<file path="src/sv/avfs_pkg.sv">
// avfs_pkg: shared types and constants for the airflow velocity block
// no dependencies; imported by the interfaces, the divider and the top level

package avfs_pkg;

  // field widths of the channels and the configuration port
  localparam int ADC_W      = 12;
  localparam int TEMP_W     = 15;
  localparam int VEL_OUT_W  = 16;
  localparam int CADC_W     = 16;
  localparam int CFG_IDX_W  = 3;
  localparam int CFG_DATA_W = 16;
  localparam int KCONST_W   = 10;

  // datapath widths
  localparam int K100_W  = 17;   // 100 * sensor constant
  localparam int SMAG_W  = 17;   // magnitude of temperature scale term
  localparam int MUL_A_W = 17;
  localparam int MUL_B_W = 18;
  localparam int MUL_P_W = 35;
  localparam int DEN_W   = 17;   // divisor width of the shared divider

  // divide by 100 through reciprocal multiply, exact below 2^17
  localparam int                 RECIP_SHIFT = 24;
  localparam logic [MUL_B_W-1:0] RECIP_100   = 18'd167773;

  // temperature constants in hundredths of a degree
  localparam logic signed [TEMP_W-1:0] TEMP_LIMIT = 15'sd5000;
  localparam logic signed [18:0]       TEMP_REF   = 19'sd2500;

  // configuration register indexes
  typedef enum logic [CFG_IDX_W-1:0] {
    REG_ADC_ZERO     = 3'd0,
    REG_ADC_LOW      = 3'd1,
    REG_ADC_NOMINAL  = 3'd2,
    REG_VEL_ZERO     = 3'd3,
    REG_VEL_LOW      = 3'd4,
    REG_VEL_NOMINAL  = 3'd5,
    REG_SENSOR_CONST = 3'd6,
    REG_IMPERIAL     = 3'd7
  } avfs_reg_t;

  // sequencer states
  typedef enum logic [3:0] {
    ST_IDLE,
    ST_COMP_PREP,
    ST_COMP_MUL,
    ST_COMP_DIV,
    ST_SEG_PREP,
    ST_SEG_MUL,
    ST_SEG_DIV,
    ST_ADJUST,
    ST_ROUND,
    ST_IMP_MUL,
    ST_IMP_SCALE,
    ST_FINISH
  } avfs_state_t;

endpackage

</file>
<file path="src/sv/avfs_if.sv">
// avfs_in_if / avfs_out_if: valid-ready channels for samples and results
// depends on avfs_pkg for the field widths

interface avfs_in_if import avfs_pkg::*; ();
  logic                     valid;
  logic                     ready;
  logic [ADC_W-1:0]         adc_sample;
  logic signed [TEMP_W-1:0] temperature;

  modport source (output valid, output adc_sample, output temperature, input ready);
  modport sink   (input valid, input adc_sample, input temperature, output ready);
endinterface

interface avfs_out_if import avfs_pkg::*; ();
  logic                 valid;
  logic                 ready;
  logic [VEL_OUT_W-1:0] velocity;
  logic [CADC_W-1:0]    compensated_adc;
  logic                 velocity_changed;

  modport source (output valid, output velocity, output compensated_adc,
                  output velocity_changed, input ready);
  modport sink   (input valid, input velocity, input compensated_adc,
                  input velocity_changed, output ready);
endinterface

</file>
<file path="src/sv/airflow_velocity_from_sensor_adc.sv">
// airflow_velocity_from_sensor_adc: temperature compensation and two-segment calibration
// a sample passes compensation, segment division, adjust and round, then the imperial scaling
// in imperial mode; compensation or the segment division is skipped when not needed;
// one transaction at a time, with both divisions on the shared radix-4 divider
// synchronous active-low reset clears config, stored velocity/compensated adc and the sequencer
// depends on avfs_pkg, avfs_if (channel interfaces) and avfs_div

module airflow_velocity_from_sensor_adc import avfs_pkg::*; #(
  parameter int ADC_BITS      = 12,
  parameter int FRACTION_BITS = 8
) (
  input  logic                  clk,
  input  logic                  rst_n,
  avfs_in_if.sink               in_ch,
  avfs_out_if.source            out_ch,
  input  logic                  cfg_we,
  input  logic [CFG_IDX_W-1:0]  cfg_index,
  input  logic [CFG_DATA_W-1:0] cfg_data
);

  localparam int ADC_EFF = (ADC_BITS < ADC_W) ? ADC_BITS : ADC_W;
  localparam logic [ADC_W-1:0] ADC_MASK = ADC_W'((32'd1 << ADC_EFF) - 32'd1);
  localparam int NUM_W = 32 + FRACTION_BITS + (FRACTION_BITS % 2);
  localparam int VEL_W = FRACTION_BITS + 34;
  localparam int PAD_W = VEL_W - 16 - FRACTION_BITS;

  localparam longint ImpThr = ((longint'(19685) << FRACTION_BITS) + 50) / 100;
  localparam longint ImpOff = ((longint'(98425) << FRACTION_BITS) + 500) / 1000;

  localparam logic signed [VEL_W-1:0] FX_ONE    = VEL_W'(longint'(1) << FRACTION_BITS);
  localparam logic signed [VEL_W-1:0] FX_HALF   = VEL_W'(longint'(1) << (FRACTION_BITS - 1));
  localparam logic signed [VEL_W-1:0] FX_FIFTY  = VEL_W'(longint'(50) << FRACTION_BITS);
  localparam logic signed [VEL_W-1:0] FX_SAT    = VEL_W'(longint'(1) << (FRACTION_BITS + 32));
  localparam logic signed [VEL_W-1:0] IMP_THR   = VEL_W'(ImpThr);
  localparam logic signed [VEL_W-1:0] IMP_OFF   = VEL_W'(ImpOff);
  localparam logic signed [VEL_W-1:0] OUT_MAX   = VEL_W'(longint'(65535));
  localparam logic signed [VEL_W-1:0] IMP_LIMIT = VEL_W'(longint'(65600));

  // configuration registers
  logic [ADC_W-1:0]     cfg_zero_r, cfg_low_r, cfg_nom_r;
  logic [VEL_OUT_W-1:0] cfg_vz_r, cfg_vl_r, cfg_vn_r;
  logic [KCONST_W-1:0]  cfg_k_r;
  logic                 cfg_imperial_r;

  avfs_state_t state_r, state_nxt;

  // working registers
  logic [ADC_W-1:0]         adc_r;
  logic signed [TEMP_W-1:0] temp_r;
  logic [K100_W-1:0]        k100_r;
  logic                     s_neg_r;
  logic [SMAG_W-1:0]        s_mag_r;
  logic [CADC_W-1:0]        c_r;
  logic [15:0]              xd_r;
  logic [VEL_OUT_W-1:0]     y0_r;
  logic [15:0]              dy_mag_r;
  logic                     dy_neg_r, dy_zero_r;
  logic [ADC_W-1:0]         dx_mag_r;
  logic                     dx_neg_r, dx_zero_r;
  logic signed [VEL_W-1:0]  vel_r;
  logic [16:0]              vq_r;
  logic [9:0]               q100_r;
  logic [VEL_OUT_W-1:0]     res_r;
  logic [VEL_OUT_W-1:0]     stored_vel_r;
  logic [CADC_W-1:0]        stored_comp_r;
  logic                     changed_r;
  logic                     out_valid_r;

  // combinational signals
  logic                    in_ready;
  logic                    slot_free;
  logic                    comp_on;
  logic [K100_W-1:0]       k100;
  logic signed [18:0]      s_full, s_abs;
  logic [NUM_W-1:0]        comp_q;
  logic [CADC_W-1:0]       comp_c;
  logic                    below_zero, seg_hi;
  logic [ADC_W-1:0]        x0, x1;
  logic [VEL_OUT_W-1:0]    y0, y1;
  logic signed [12:0]      dx_full, dx_abs;
  logic signed [16:0]      dy_full, dy_abs;
  logic [15:0]             xd;
  logic signed [VEL_W-1:0] y0_fx, vlow_fx, vnom_fx;
  logic signed [VEL_W-1:0] flat_vel, q_s, seg_vel;
  logic signed [VEL_W-1:0] diff, thr, off, adj_vel;
  logic                    near_low;
  logic                    above_nom, vel_pos, imp_sat;
  logic signed [VEL_W-1:0] bias, biased, sh;
  logic [VEL_OUT_W-1:0]    metric_res;
  logic [VEL_OUT_W-1:0]    imp_res;
  logic [MUL_A_W-1:0]      mul_a;
  logic [MUL_B_W-1:0]      mul_b;
  logic [MUL_P_W-1:0]      mul_p;
  logic                    div_start, div_done;
  logic [NUM_W-1:0]        div_num, div_quot;
  logic [DEN_W-1:0]        div_den;

  // configuration writes
  always_ff @(posedge clk) begin
    if (!rst_n) begin
      cfg_zero_r     <= '0;
      cfg_low_r      <= '0;
      cfg_nom_r      <= '0;
      cfg_vz_r       <= '0;
      cfg_vl_r       <= '0;
      cfg_vn_r       <= '0;
      cfg_k_r        <= '0;
      cfg_imperial_r <= 1'b0;
    end else if (cfg_we) begin
      case (avfs_reg_t'(cfg_index))
        REG_ADC_ZERO:     cfg_zero_r     <= cfg_data[ADC_W-1:0];
        REG_ADC_LOW:      cfg_low_r      <= cfg_data[ADC_W-1:0];
        REG_ADC_NOMINAL:  cfg_nom_r      <= cfg_data[ADC_W-1:0];
        REG_VEL_ZERO:     cfg_vz_r       <= cfg_data[VEL_OUT_W-1:0];
        REG_VEL_LOW:      cfg_vl_r       <= cfg_data[VEL_OUT_W-1:0];
        REG_VEL_NOMINAL:  cfg_vn_r       <= cfg_data[VEL_OUT_W-1:0];
        REG_SENSOR_CONST: cfg_k_r        <= cfg_data[KCONST_W-1:0];
        REG_IMPERIAL:     cfg_imperial_r <= cfg_data[0];
        default: ;
      endcase
    end
  end

  // shared multiplier
  assign mul_p = MUL_P_W'(mul_a) * MUL_P_W'(mul_b);

  // shared divider
  avfs_div #(
    .NUM_W (NUM_W),
    .DIV_W (DEN_W)
  ) u_div (
    .clk   (clk),
    .rst_n (rst_n),
    .start (div_start),
    .num   (div_num),
    .den   (div_den),
    .done  (div_done),
    .quot  (div_quot)
  );

  // compensation terms
  always_comb begin
    comp_on = (cfg_k_r != '0) && (temp_r <= TEMP_LIMIT);
    k100    = K100_W'({cfg_k_r, 6'b0}) + K100_W'({cfg_k_r, 5'b0})
            + K100_W'({cfg_k_r, 2'b0});
    s_full  = 19'(temp_r) - TEMP_REF + $signed({2'b00, k100});
    s_abs   = s_full[18] ? -s_full : s_full;
    comp_q  = div_quot;
    if (s_neg_r) begin
      comp_c = (comp_q != '0) ? CADC_W'(adc_r) : '0;
    end else begin
      comp_c = (comp_q > NUM_W'(32'd65535)) ? 16'hFFFF : comp_q[15:0];
    end
  end

  // segment selection and differences
  always_comb begin
    below_zero = (c_r < CADC_W'(cfg_zero_r));
    seg_hi     = (c_r >= CADC_W'(cfg_low_r));
    x0         = seg_hi ? cfg_low_r : cfg_zero_r;
    x1         = seg_hi ? cfg_nom_r : cfg_low_r;
    y0         = seg_hi ? cfg_vl_r  : cfg_vz_r;
    y1         = seg_hi ? cfg_vn_r  : cfg_vl_r;
    dx_full    = $signed({1'b0, x1}) - $signed({1'b0, x0});
    dy_full    = $signed({1'b0, y1}) - $signed({1'b0, y0});
    dx_abs     = dx_full[12] ? -dx_full : dx_full;
    dy_abs     = dy_full[16] ? -dy_full : dy_full;
    xd         = c_r - CADC_W'(x0);
  end

  // fixed-point velocity terms
  always_comb begin
    y0_fx    = $signed({{PAD_W{1'b0}}, y0_r, {FRACTION_BITS{1'b0}}});
    vlow_fx  = $signed({{PAD_W{1'b0}}, cfg_vl_r, {FRACTION_BITS{1'b0}}});
    vnom_fx  = $signed({{PAD_W{1'b0}}, cfg_vn_r, {FRACTION_BITS{1'b0}}});
    flat_vel = (xd_r == '0) ? y0_fx : (dy_neg_r ? -FX_SAT : FX_SAT);
    q_s      = $signed(VEL_W'(div_quot));
    seg_vel  = ((dy_neg_r ^ dx_neg_r) ? -q_s : q_s) + y0_fx;
  end

  // offset near the low alarm point: half a unit in metric, the imperial offset in imperial mode
  always_comb begin
    diff     = vel_r - vlow_fx;
    thr      = cfg_imperial_r ? IMP_THR : FX_ONE;
    off      = cfg_imperial_r ? IMP_OFF : FX_HALF;
    near_low = (diff <= thr) && (diff >= -thr);
    adj_vel  = near_low ? (vel_r - off) : vel_r;
  end

  // rounding, truncation and saturation
  always_comb begin
    above_nom  = (vel_r > vnom_fx);
    vel_pos    = (vel_r > $signed(VEL_W'(0)));
    bias       = above_nom ? '0 : (cfg_imperial_r ? FX_FIFTY : FX_HALF);
    biased     = vel_r + bias;
    sh         = biased >>> FRACTION_BITS;
    metric_res = (sh > OUT_MAX) ? 16'hFFFF : sh[15:0];
    imp_sat    = (sh >= IMP_LIMIT);
    imp_res    = 16'({q100_r, 6'b0}) + 16'({q100_r, 5'b0}) + 16'({q100_r, 2'b0});
  end

  assign slot_free = !out_valid_r || out_ch.ready;

  // next state
  always_comb begin
    state_nxt = state_r;
    case (state_r)
      ST_IDLE:      if (in_ch.valid) state_nxt = ST_COMP_PREP;
      ST_COMP_PREP: state_nxt = comp_on ? ST_COMP_MUL : ST_SEG_PREP;
      ST_COMP_MUL:  state_nxt = ST_COMP_DIV;
      ST_COMP_DIV:  if (div_done) state_nxt = ST_SEG_PREP;
      ST_SEG_PREP:  state_nxt = below_zero ? ST_ADJUST : ST_SEG_MUL;
      ST_SEG_MUL:   state_nxt = dx_zero_r ? ST_ADJUST : ST_SEG_DIV;
      ST_SEG_DIV:   if (div_done) state_nxt = ST_ADJUST;
      ST_ADJUST:    state_nxt = ST_ROUND;
      ST_ROUND: begin
        if (vel_pos && cfg_imperial_r && !imp_sat) state_nxt = ST_IMP_MUL;
        else state_nxt = ST_FINISH;
      end
      ST_IMP_MUL:   state_nxt = ST_IMP_SCALE;
      ST_IMP_SCALE: state_nxt = ST_FINISH;
      ST_FINISH:    if (slot_free) state_nxt = ST_IDLE;
      default:      state_nxt = ST_IDLE;
    endcase
  end

  // sequencer outputs: handshake, multiplier and divider operands
  always_comb begin
    in_ready  = 1'b0;
    div_start = 1'b0;
    div_num   = '0;
    div_den   = '0;
    mul_a     = '0;
    mul_b     = '0;
    case (state_r)
      ST_IDLE: in_ready = 1'b1;
      ST_COMP_MUL: begin
        mul_a     = MUL_A_W'(adc_r);
        mul_b     = MUL_B_W'(s_mag_r);
        div_start = 1'b1;
        div_num   = NUM_W'(mul_p);
        div_den   = k100_r;
      end
      ST_SEG_MUL: begin
        mul_a     = MUL_A_W'(xd_r);
        mul_b     = MUL_B_W'(dy_mag_r);
        div_start = !dx_zero_r;
        div_num   = dy_zero_r ? NUM_W'(xd_r) : (NUM_W'(mul_p[31:0]) << FRACTION_BITS);
        div_den   = DEN_W'(dx_mag_r);
      end
      ST_IMP_MUL: begin
        mul_a = vq_r;
        mul_b = RECIP_100;
      end
      default: ;
    endcase
  end

  // state register
  always_ff @(posedge clk) begin
    if (!rst_n) state_r <= ST_IDLE;
    else        state_r <= state_nxt;
  end

  // working datapath registers
  always_ff @(posedge clk) begin
    case (state_r)
      ST_IDLE: begin
        adc_r  <= in_ch.adc_sample & ADC_MASK;
        temp_r <= in_ch.temperature;
      end
      ST_COMP_PREP: begin
        k100_r  <= k100;
        s_neg_r <= s_full[18];
        s_mag_r <= s_abs[SMAG_W-1:0];
        c_r     <= CADC_W'(adc_r);
      end
      ST_COMP_DIV: if (div_done) c_r <= comp_c;
      ST_SEG_PREP: begin
        xd_r      <= xd;
        y0_r      <= y0;
        dy_mag_r  <= dy_abs[15:0];
        dy_neg_r  <= dy_full[16];
        dy_zero_r <= (dy_full == '0);
        dx_mag_r  <= dx_abs[ADC_W-1:0];
        dx_neg_r  <= dx_full[12];
        dx_zero_r <= (dx_full == '0);
        vel_r     <= '0;
      end
      ST_SEG_MUL: if (dx_zero_r) vel_r <= flat_vel;
      ST_SEG_DIV: if (div_done) vel_r <= seg_vel;
      ST_ADJUST:  vel_r <= adj_vel;
      ST_ROUND: begin
        vq_r <= sh[16:0];
        if (!vel_pos) res_r <= '0;
        else if (!cfg_imperial_r) res_r <= metric_res;
        else if (imp_sat) res_r <= 16'hFFFF;
      end
      ST_IMP_MUL:   q100_r <= mul_p[RECIP_SHIFT+9:RECIP_SHIFT];
      ST_IMP_SCALE: res_r  <= imp_res;
      default: ;
    endcase
  end

  // stored state and output register
  always_ff @(posedge clk) begin
    if (!rst_n) begin
      stored_vel_r  <= '0;
      stored_comp_r <= '0;
      changed_r     <= 1'b0;
      out_valid_r   <= 1'b0;
    end else if (state_r == ST_FINISH && slot_free) begin
      stored_vel_r  <= res_r;
      stored_comp_r <= c_r;
      changed_r     <= (res_r != stored_vel_r);
      out_valid_r   <= 1'b1;
    end else if (out_ch.ready) begin
      out_valid_r   <= 1'b0;
    end
  end

  assign in_ch.ready             = in_ready;
  assign out_ch.valid            = out_valid_r;
  assign out_ch.velocity         = stored_vel_r;
  assign out_ch.compensated_adc  = stored_comp_r;
  assign out_ch.velocity_changed = changed_r;

  // divider completes only while the sequencer waits for it
  a_div_done_wait: assert property (@(posedge clk) disable iff (!rst_n)
    div_done |-> (state_r == ST_COMP_DIV || state_r == ST_SEG_DIV))
    else $error("divider done outside a wait state");

  // an accepted transaction starts the compensation step
  a_accept_start: assert property (@(posedge clk) disable iff (!rst_n)
    (in_ch.valid && in_ch.ready) |=> (state_r == ST_COMP_PREP))
    else $error("accepted transaction did not start processing");

  // a new result only comes from the finish step
  a_result_source: assert property (@(posedge clk) disable iff (!rst_n)
    $rose(out_valid_r) |-> ($past(state_r) == ST_FINISH))
    else $error("result raised outside the finish step");

  // unchanged flag means the stored velocity kept its value
  a_change_flag: assert property (@(posedge clk) disable iff (!rst_n)
    ($rose(out_valid_r) && !changed_r) |-> $stable(stored_vel_r))
    else $error("velocity changed without the change flag");

  // hundreds scaling runs in imperial mode only
  a_imperial_path: assert property (@(posedge clk) disable iff (!rst_n)
    (state_r == ST_IMP_MUL) |-> cfg_imperial_r)
    else $error("imperial scaling in metric mode");

endmodule

</file>
<file path="src/sv/avfs_div.sv">
// avfs_div: iterative unsigned restoring divider, two quotient bits per cycle
// depends on avfs_pkg; shared by the compensation and the segment division

module avfs_div import avfs_pkg::*; #(
  parameter int NUM_W = 40,
  parameter int DIV_W = DEN_W
) (
  input  logic             clk,
  input  logic             rst_n,
  input  logic             start,
  input  logic [NUM_W-1:0] num,
  input  logic [DIV_W-1:0] den,
  output logic             done,
  output logic [NUM_W-1:0] quot
);

  localparam int ITER  = NUM_W / 2;
  localparam int CNT_W = $clog2(ITER + 1);

  logic [DIV_W-1:0] rem_r;
  logic [DIV_W-1:0] den_r;
  logic [NUM_W-1:0] quo_r;
  logic [CNT_W-1:0] cnt_r;
  logic             busy_r;
  logic             done_r;

  logic [DIV_W:0]   r1;
  logic [DIV_W:0]   r2;
  logic [DIV_W:0]   r1_sub;
  logic [DIV_W:0]   r2_sub;
  logic             ge1;
  logic             ge2;
  logic [DIV_W-1:0] r1_nxt;
  logic [DIV_W-1:0] rem_nxt;

  // two chained compare-and-subtract steps
  always_comb begin
    r1      = {rem_r, quo_r[NUM_W-1]};
    r1_sub  = r1 - {1'b0, den_r};
    ge1     = (r1 >= {1'b0, den_r});
    r1_nxt  = ge1 ? r1_sub[DIV_W-1:0] : r1[DIV_W-1:0];
    r2      = {r1_nxt, quo_r[NUM_W-2]};
    r2_sub  = r2 - {1'b0, den_r};
    ge2     = (r2 >= {1'b0, den_r});
    rem_nxt = ge2 ? r2_sub[DIV_W-1:0] : r2[DIV_W-1:0];
  end

  // control: iteration count and completion pulse
  always_ff @(posedge clk) begin
    if (!rst_n) begin
      busy_r <= 1'b0;
      done_r <= 1'b0;
      cnt_r  <= '0;
    end else if (start) begin
      busy_r <= 1'b1;
      done_r <= 1'b0;
      cnt_r  <= CNT_W'(ITER);
    end else if (busy_r) begin
      cnt_r  <= cnt_r - CNT_W'(1);
      done_r <= (cnt_r == CNT_W'(1));
      busy_r <= (cnt_r != CNT_W'(1));
    end else begin
      done_r <= 1'b0;
    end
  end

  // remainder and quotient shift register
  always_ff @(posedge clk) begin
    if (start) begin
      rem_r <= '0;
      den_r <= den;
      quo_r <= num;
    end else if (busy_r) begin
      rem_r <= rem_nxt;
      quo_r <= {quo_r[NUM_W-3:0], ge1, ge2};
    end
  end

  assign done = done_r;
  assign quot = quo_r;

endmodule

</file>
<file path="src/flat_wrapper.sv">
// flat-port wrapper written by rule: the top's interface ports become plain ports
module airflow_velocity_from_sensor_adc_flat import avfs_pkg::*;
#(
  parameter int ADC_BITS      = 12,
  parameter int FRACTION_BITS = 8
)
  (clk, rst_n, cfg_we, cfg_index, cfg_data, in_ch_valid, in_ch_adc_sample, in_ch_temperature, in_ch_ready, out_ch_valid, out_ch_velocity, out_ch_compensated_adc, out_ch_velocity_changed, out_ch_ready);
  avfs_in_if in_ch_i ();
  avfs_out_if out_ch_i ();
  input  logic clk;
  input  logic rst_n;
  input  logic cfg_we;
  input  logic [CFG_IDX_W-1:0] cfg_index;
  input  logic [CFG_DATA_W-1:0] cfg_data;
  input wire logic [$bits(in_ch_i.valid)-1:0] in_ch_valid;
  input wire logic [$bits(in_ch_i.adc_sample)-1:0] in_ch_adc_sample;
  input wire logic [$bits(in_ch_i.temperature)-1:0] in_ch_temperature;
  output wire logic [$bits(in_ch_i.ready)-1:0] in_ch_ready;
  output wire logic [$bits(out_ch_i.valid)-1:0] out_ch_valid;
  output wire logic [$bits(out_ch_i.velocity)-1:0] out_ch_velocity;
  output wire logic [$bits(out_ch_i.compensated_adc)-1:0] out_ch_compensated_adc;
  output wire logic [$bits(out_ch_i.velocity_changed)-1:0] out_ch_velocity_changed;
  input wire logic [$bits(out_ch_i.ready)-1:0] out_ch_ready;
  assign in_ch_i.valid = in_ch_valid;
  assign in_ch_i.adc_sample = in_ch_adc_sample;
  assign in_ch_i.temperature = in_ch_temperature;
  assign in_ch_ready = in_ch_i.ready;
  assign out_ch_valid = out_ch_i.valid;
  assign out_ch_velocity = out_ch_i.velocity;
  assign out_ch_compensated_adc = out_ch_i.compensated_adc;
  assign out_ch_velocity_changed = out_ch_i.velocity_changed;
  assign out_ch_i.ready = out_ch_ready;
  airflow_velocity_from_sensor_adc #(.ADC_BITS(ADC_BITS), .FRACTION_BITS(FRACTION_BITS)) u_core (.clk(clk), .rst_n(rst_n), .in_ch(in_ch_i), .out_ch(out_ch_i), .cfg_we(cfg_we), .cfg_index(cfg_index), .cfg_data(cfg_data));
endmodule
</file>
<file path="config.mk">
export PLATFORM = sky130hd
export DESIGN_NAME = airflow_velocity_from_sensor_adc_flat
export DESIGN_NICKNAME = d
export VERILOG_FILES = /design/src/sv/avfs_pkg.sv /design/src/sv/avfs_if.sv /design/src/sv/airflow_velocity_from_sensor_adc.sv /design/src/sv/avfs_div.sv /design/src/flat_wrapper.sv
export SDC_FILE = /design/constraint.sdc
export NUM_CORES = 2
export LEC_CHECK = 0
export BUFFER_PORTS_ARGS = -buffer_cell sky130_fd_sc_hd__buf_2
export CELL_PAD_IN_SITES_DETAIL_PLACEMENT = 1
export CELL_PAD_IN_SITES_GLOBAL_PLACEMENT = 1
export CORE_MARGIN = 2
export CORE_UTILIZATION = 54
export DETAILED_ROUTE_END_ITERATION = 16
export GPL_TIMING_DRIVEN = 0
export PLACE_DENSITY_LB_ADDON = 0.12
export RECOVER_POWER = 100
export SLEW_MARGIN = 15
export SYNTH_ARGS = -nofsm -noshare
export SYNTH_HDL_FRONTEND = slang
export SYNTH_SLANG_ARGS = --single-unit
</file>
<file path="constraint.sdc">
create_clock -name clk -period 13.9 [get_ports clk]
set_input_delay 2.78 -clock clk [delete_from_list [all_inputs] [get_ports clk]]
set_output_delay 2.78 -clock clk [all_outputs]
set_load 0.1 [all_outputs]
</file>
Word level (Yosys, flattened, before mapping)
Index checks and enable logic that the tools add are counted.

word-level totals
  bits in registers = 441
  input port bits = 51
  output and inout port bits = 35

operators by class
  $add $sub $neg = 21
  $mul = 1
  order comparisons = 12
  eq/ne operators = 28
  mux-type cells = 54
  bitwise gates (word level) = 3
  reductions and logical operators = 35

operators with widths
  cell                                                              number
  2-to-1 mux 42 bit                                                 7
  2-to-1 mux 16 bit                                                 11
  one-hot mux 42 bit (4 select lines)                               1
  2-to-1 mux 40 bit                                                 3
  one-hot mux 40 bit (2 select lines)                               1
  one-hot mux 16 bit (2 select lines)                               2
  one-hot mux 18 bit (3 select lines)                               1
  2-to-1 mux 17 bit                                                 3
  one-hot mux 17 bit (3 select lines)                               1
  2-to-1 mux 12 bit                                                 4
  one-hot mux 4 bit (12 select lines)                               1
  adder 42 x 25 -> 42 bit                                           1
  adder 42 bit                                                      1
  >= comparator 42 bit                                              1
  greater-than comparator 42 x 1 -> 1 bit (second input constant)   1
  greater-than comparator 42 x 25 -> 1 bit                          1
  <= comparator 42 bit                                              1
  negation 40 -> 42 bit                                             1
  negation 42 bit                                                   1
  subtractor 42 x 25 -> 42 bit                                      1
  subtractor 42 bit                                                 1
  greater-than comparator 40 x 16 -> 1 bit (second input constant)  1
  nonzero test 40 bit                                               1
  >= comparator 18 x 17 -> 1 bit                                    2
  59 further kinds                                                  105

Depth between registers and ports, before layout
  word-level depth = 8
  depth in mapped cells = 32

Modules after synthesis
A second synthesis with hierarchy kept.

second synthesis, totals
  cells, all modules = 4581
  area, all modules = 41208.3 um^2

modules (own cells, without submodules)
  module                            instances  cells each  area each (um^2)  sequential area each (um^2)
  airflow_velocity_from_sensor_adc  1          4076        35925.7           9419.0
  avfs_div                          1          505         5282.6            2192.1

Worst setup path before layout
No wires, ideal clock.

  path kind = register to output
  start = reg u_core.state_r[0]
  end = out in_ch_ready
  arrival time = 6078 ps
  required time = 11120 ps
  path slack = 5042 ps
  cell stages (with the launch flop) = 4
  buffers on the path = 2
  cells stage by stage = dfxtp_1 clkbuf_1 clkbuf_1 nor4_1

on the way
  word-level cells in the longest chain between the ends = 2

ends and longest elaborated chain
  element                 line                                     RTL
  start, declared         airflow_velocity_from_sensor_adc.sv:45   avfs_state_t state_r, state_nxt;
  start signal, assigned  airflow_velocity_from_sensor_adc.sv:262  else state_r <= state_nxt;
  zero test 4 bit         airflow_velocity_from_sensor_adc.sv:235  case (state_r)
  2-to-1 mux 1 bit        airflow_velocity_from_sensor_adc.sv:235
  end, declared           flat_wrapper.sv:18                       output wire logic [$bits(in_ch_i.ready)-1:0] in_ch_ready;

Every way passes these cells.

Final worst setup path
  start = reg u_core.state_r[0]
  end = reg u_core.u_div.quo_r[34] (netlist: u_core.u_div.quot[34]), data pin

on the way
  word-level cells in the longest chain between the ends = 6

ends and longest elaborated chain
  element                                                                                     line                                     RTL
  equality test 4 bit, or another cell as far along                                           airflow_velocity_from_sensor_adc.sv:235
  one-hot mux 17 bit (3 select lines) or one-hot mux 18 bit (3 select lines) (tied branches)  airflow_velocity_from_sensor_adc.sv:235
  multiplier 17 x 18 -> 35 bit                                                                airflow_velocity_from_sensor_adc.sv:125  assign mul_p = MUL_P_W'(mul_a) * MUL_P_W'(mul_b);
  2-to-1 mux 40 bit                                                                           airflow_velocity_from_sensor_adc.sv:248  div_num = dy_zero_r ? NUM_W'(xd_r) : (NUM_W'(mul_p[31:0]) << FRACTION_BITS);
  one-hot mux 40 bit (2 select lines)                                                         airflow_velocity_from_sensor_adc.sv:235
  2-to-1 mux 40 bit (*)                                                                       avfs_div.sv:69                           if (start) begin
  end signal, assigned                                                                        avfs_div.sv:72                           quo_r <= num;
  end signal, assigned                                                                        avfs_div.sv:75                           quo_r <= {quo_r[NUM_W-3:0], ge1, ge2};
  end, declared                                                                               avfs_div.sv:22                           logic [NUM_W-1:0] quo_r;

Mark *: on every way between the ends. The rest lies on a longest branch, timed or not.
A chain may end at the register's enable or synchronous reset.

==> impl_metrics.xml <==
<?xml version="1.0" encoding="UTF-8"?>
<metrics>
  <group name="run_status">
    <metric name="status" unit="">finished, violations left</metric>
    <metric name="violations" unit="">capacitance limit, slew limit</metric>
  </group>
  <group name="floorplan">
    <metric name="die_x" unit="um">279</metric>
    <metric name="floorplan.io_pins" unit="">86</metric>
    <metric name="starting_density" unit="">0.546</metric>
    <metric name="num_rows" unit="">100</metric>
    <metric name="fp.dieArea" unit="um2">77700</metric>
    <metric name="die_h" unit="um">279</metric>
    <metric name="core_area" unit="um2">74600</metric>
  </group>
  <group name="cts">
    <metric name="clock_sinks" unit="">439</metric>
    <metric name="clk_latency" unit="ps">630</metric>
    <metric name="clock_tree.buffer_depth" unit="">3</metric>
    <metric name="cts-root-buf" unit="">clkbuf_16</metric>
    <metric name="cts-buffers-inserted" unit="">52</metric>
    <metric name="tritoncts" unit="">yes</metric>
    <metric name="postCtsSetupBuffers" unit="">0</metric>
    <metric name="quantity_of_gates_resized_following_cts" unit="">0</metric>
    <metric name="holdBufCountCts" unit="">0</metric>
    <metric name="h_tree_level_count" unit="">2</metric>
    <metric name="worst_setup_hold_path_clk_slew" unit="ps">60</metric>
  </group>
  <group name="synthesis">
    <metric name="synth.cells.most_frequent" unit="">nand2_1 (636), inv_1 (543), nor2_1 (393)</metric>
    <metric name="post_synth_xor_area_fraction" unit="">0.0694</metric>
    <metric name="dominant_combinational_cell_family_by_area_after_synthesis" unit="">adder cells</metric>
    <metric name="synth_compound_gate_area_share" unit="">0.165</metric>
    <metric name="synth_simple_gate_area_frac" unit="">0.168</metric>
    <metric name="synth.area.mux_share" unit="">0.00964</metric>
    <metric name="netlist_top_cells_area" unit="">edfxtp_1 (21%), fa_1 (13%), ha_1 (11%), dfxtp_1 (7.7%), nand2_1 (5.9%)</metric>
    <metric name="synth_seq_area_share" unit="">0.285</metric>
    <metric name="syn_inst" unit="">4635</metric>
    <metric name="ys_async_sr_fraction" unit="">0</metric>
    <metric name="syn-cell-area" unit="um2">40700</metric>
    <metric name="adder_cell_share_of_the_synthesized_area" unit="">0.234</metric>
    <metric name="synth.distinct_cells" unit="">100</metric>
    <metric name="syn_area_per_cell" unit="um2">8.79</metric>
    <metric name="share_of_the_synthesized_area_in_the_top_cell_type" unit="">0.208</metric>
    <metric name="yosys_register_bits" unit="">439</metric>
    <metric name="ys.flop_type" unit="">edfxtp_1</metric>
    <metric name="ys_warn_count" unit="">0</metric>
    <metric name="synth-edff-count" unit="">282</metric>
    <metric name="synth_area_leader_cell" unit="">edfxtp_1</metric>
    <metric name="synth.most_common_cell" unit="">nand2_1</metric>
  </group>
  <group name="critical_path">
    <metric name="critPathMaxFanout" unit="">19</metric>
    <metric name="worst_ep_arrival_time" unit="ps">11740</metric>
    <metric name="critPathSlowestCell" unit="">nor2_1</metric>
    <metric name="critical_path_required" unit="ps">14260</metric>
    <metric name="critPathCaptureType" unit="">flop</metric>
    <metric name="worstSetupPathType" unit="">flop to flop</metric>
    <metric name="crit_path_frequent_cell" unit="">fa_1</metric>
    <metric name="worst_setup_path_start_kind" unit="">flop</metric>
    <metric name="cp_max_stage_delay" unit="ps">1170</metric>
  </group>
  <group name="drt">
    <metric name="wirelength" unit="mm">158</metric>
    <metric name="drtPass1Iterations" unit="">5</metric>
    <metric name="routed-via-count" unit="">37100</metric>
    <metric name="drc_violations_left" unit="">0</metric>
    <metric name="routedWlPerCell" unit="um">27.1</metric>
    <metric name="drt.antenna.violating_nets" unit="">0</metric>
    <metric name="routed_via_density" unit="">6.37</metric>
    <metric name="first_iter_violations" unit="">3311</metric>
  </group>
  <group name="sta">
    <metric name="setup_viol_count_final" unit="">0</metric>
    <metric name="finalClockSkew" unit="ps">28.8</metric>
    <metric name="report.final.hold_viol_count" unit="">0</metric>
    <metric name="worst-slew-pin-transition" unit="ps">2210</metric>
    <metric name="fmax" unit="GHz">0.0878</metric>
    <metric name="maxSlewHeadroom" unit="">-0.475</metric>
    <metric name="rsz0062_at_grt" unit="">no</metric>
    <metric name="drv_slew" unit="">49</metric>
    <metric name="final.min_clock_period" unit="ps">11380</metric>
    <metric name="post-route-worst-setup-slack" unit="ps">2520</metric>
    <metric name="finalSetupTns" unit="ps">0</metric>
    <metric name="finalCritPeriodShare" unit="">0.819</metric>
  </group>
  <group name="power_and_ir_drop">
    <metric name="p_leak" unit="uW">0.0181</metric>
    <metric name="power" unit="uW">8230</metric>
    <metric name="p_per_area" unit="nW/um2">186</metric>
    <metric name="worst_ir_drop_vdd" unit="mV">0.110</metric>
  </group>
  <group name="cells_and_area">
    <metric name="layout-area-overhead-vs-synth" unit="%">8.38</metric>
    <metric name="finalCoreUtilization" unit="">0.592</metric>
    <metric name="regArea" unit="um2">11600</metric>
    <metric name="fillers" unit="">8900</metric>
    <metric name="final_layout_size_suffix_gt1_frac" unit="">0.0449</metric>
    <metric name="combined_area_of_the_multi_input_logic_cells" unit="um2">26400</metric>
    <metric name="nets" unit="">5466</metric>
  </group>
  <group name="placement">
    <metric name="routabilityCongestion" unit="">0.990</metric>
    <metric name="place_ws" unit="ps">3300</metric>
    <metric name="dpl.hpwl" unit="mm">128</metric>
    <metric name="portBuffers" unit="">81</metric>
  </group>
  <group name="min_path">
    <metric name="hold_path.class" unit="">flop to flop</metric>
  </group>
  <group name="grt">
    <metric name="global_router_s_overall_resource_usage" unit="">0.405</metric>
    <metric name="grt_start_max_net_pins" unit="">38</metric>
    <metric name="grt_pass1_wl" unit="mm">238</metric>
    <metric name="first_global_vias" unit="">38700</metric>
    <metric name="grt.overflow.total" unit="">0</metric>
    <metric name="antenna_found_initial" unit="">14</metric>
  </group>
  <group name="job">
    <metric name="maxCapViolations" unit="">4</metric>
  </group>
</metrics>
final cells by class:
cell class / count / share of cell area
diodes: 7 / 0.000397
repair buffers: 113 / 0.0116
well taps: 969 / 0.0275
plain buffers: 189 / 0.0165
inverters: 546 / 0.0464
multi-input cells: 3470 / 0.597
flip-flops and latches: 439 / 0.263
clock inverters: 23 / 0.00394
clock buffers: 72 / 0.0333
stage by stage:
| step | std cells | hold slack, ps | instance area, um2 |
|---|---|---|---|
| final | 5828 | 464 | 44200 |
| after global routing | 5823 | 490 | 44100 |
| after floorplan | 4644 | 439 | 40800 |
| after global placement | 5694 | 449 | 42400 |
| after detailed placement | 5726 | 457 | 42700 |
| after CTS | 5821 | 465 | 44400 |
cells in the final DEF (no fill, tap or decap), types with 28 or more instances in the layout:
| cell | instances |
|---|---|
| nand2_1 | 636 |
| inv_1 | 544 |
| nor2_1 | 393 |
| ha_1 | 342 |
| edfxtp_1 | 282 |
| fa_1 | 262 |
| clkbuf_1 | 241 |
| xnor2_1 | 222 |
| a21oi_1 | 213 |
| o21ai_0 | 188 |
| dfxtp_1 | 157 |
| a21boi_0 | 143 |
| xor2_1 | 101 |
| nor3_1 | 87 |
| a21o_1 | 86 |
| buf_2 | 61 |
| clkbuf_16 | 55 |
| nand3_1 | 53 |
| o22ai_1 | 40 |
| a22oi_1 | 35 |
| nor2b_1 | 34 |
| nand4_1 | 34 |
| o21a_1 | 33 |
| and3_1 | 32 |
| a211oi_1 | 31 |
| nand2b_1 | 29 |
| or3_1 | 29 |
| nor4_1 | 29 |
| and2_1 | 28 |
| a31oi_1 | 28 |
routing by layer:
metal	wire length (um)	part of all wire	up-vias	global-route usage
met1	61700	0.39	18600	0.514
met5	110	0.00070	-	0
met4	10200	0.064	16	0.226
met3	14300	0.090	517	0.0827
li1	-	-	16200	-
met2	71900	0.45	1784	0.647
logic make-up (layout without fill, tap and decap cells):
group	after synthesis	count (layout)
compound gates	1006	1006
xor+xnor	323	323
other cells	2	18
mux	37	37
fa+ha+maj	605	605
simple gates	1488	1488
flops	439	439
buf+inv	735	943
registers in the layout, summed over array words and instances (netlist names), 17 cells and up:
signal and flops:
u_core.u_div.den_r 17, u_core.vq_r 17, u_core.u_div.rem_r 17, u_core.s_mag_r 17, u_core.vel_r 42, u_core.u_div.quot 40
report_power, final:
part	switching, uW	leakage, uW	total [uW]	internal, uW
Combinational	3050	0.0133	4630	1570
Sequential	367	0.00391	2240	1870
Clock	607	0.000813	1370	760
Total	4030	0.0181	8230	4200
final timing paths:
kind                            start                     to  slack, ps  cells after the start
setup / recovery    u_core.state_r[0]  u_core.u_div.quot[34]       2520                     28
hold / removal    u_core.cfg_nom_r[3]    u_core.cfg_nom_r[3]        460                      2
setup reg to reg    u_core.state_r[0]  u_core.u_div.quot[34]       2520                     28
hold reg to reg   u_core.cfg_nom_r[3]    u_core.cfg_nom_r[3]        460                      2
critical path, delay by kind of cell (launching register included):
kind,cells,cell delay (ps)
AO/OA/AOI/OAI,8,2290
adder cells (fa/ha/maj),7,3790
AND/OR/NAND/NOR,7,2640
flip-flops,1,310
buffers and inverters,6,2060
Note: power is estimated with default switching activity, not from simulation.
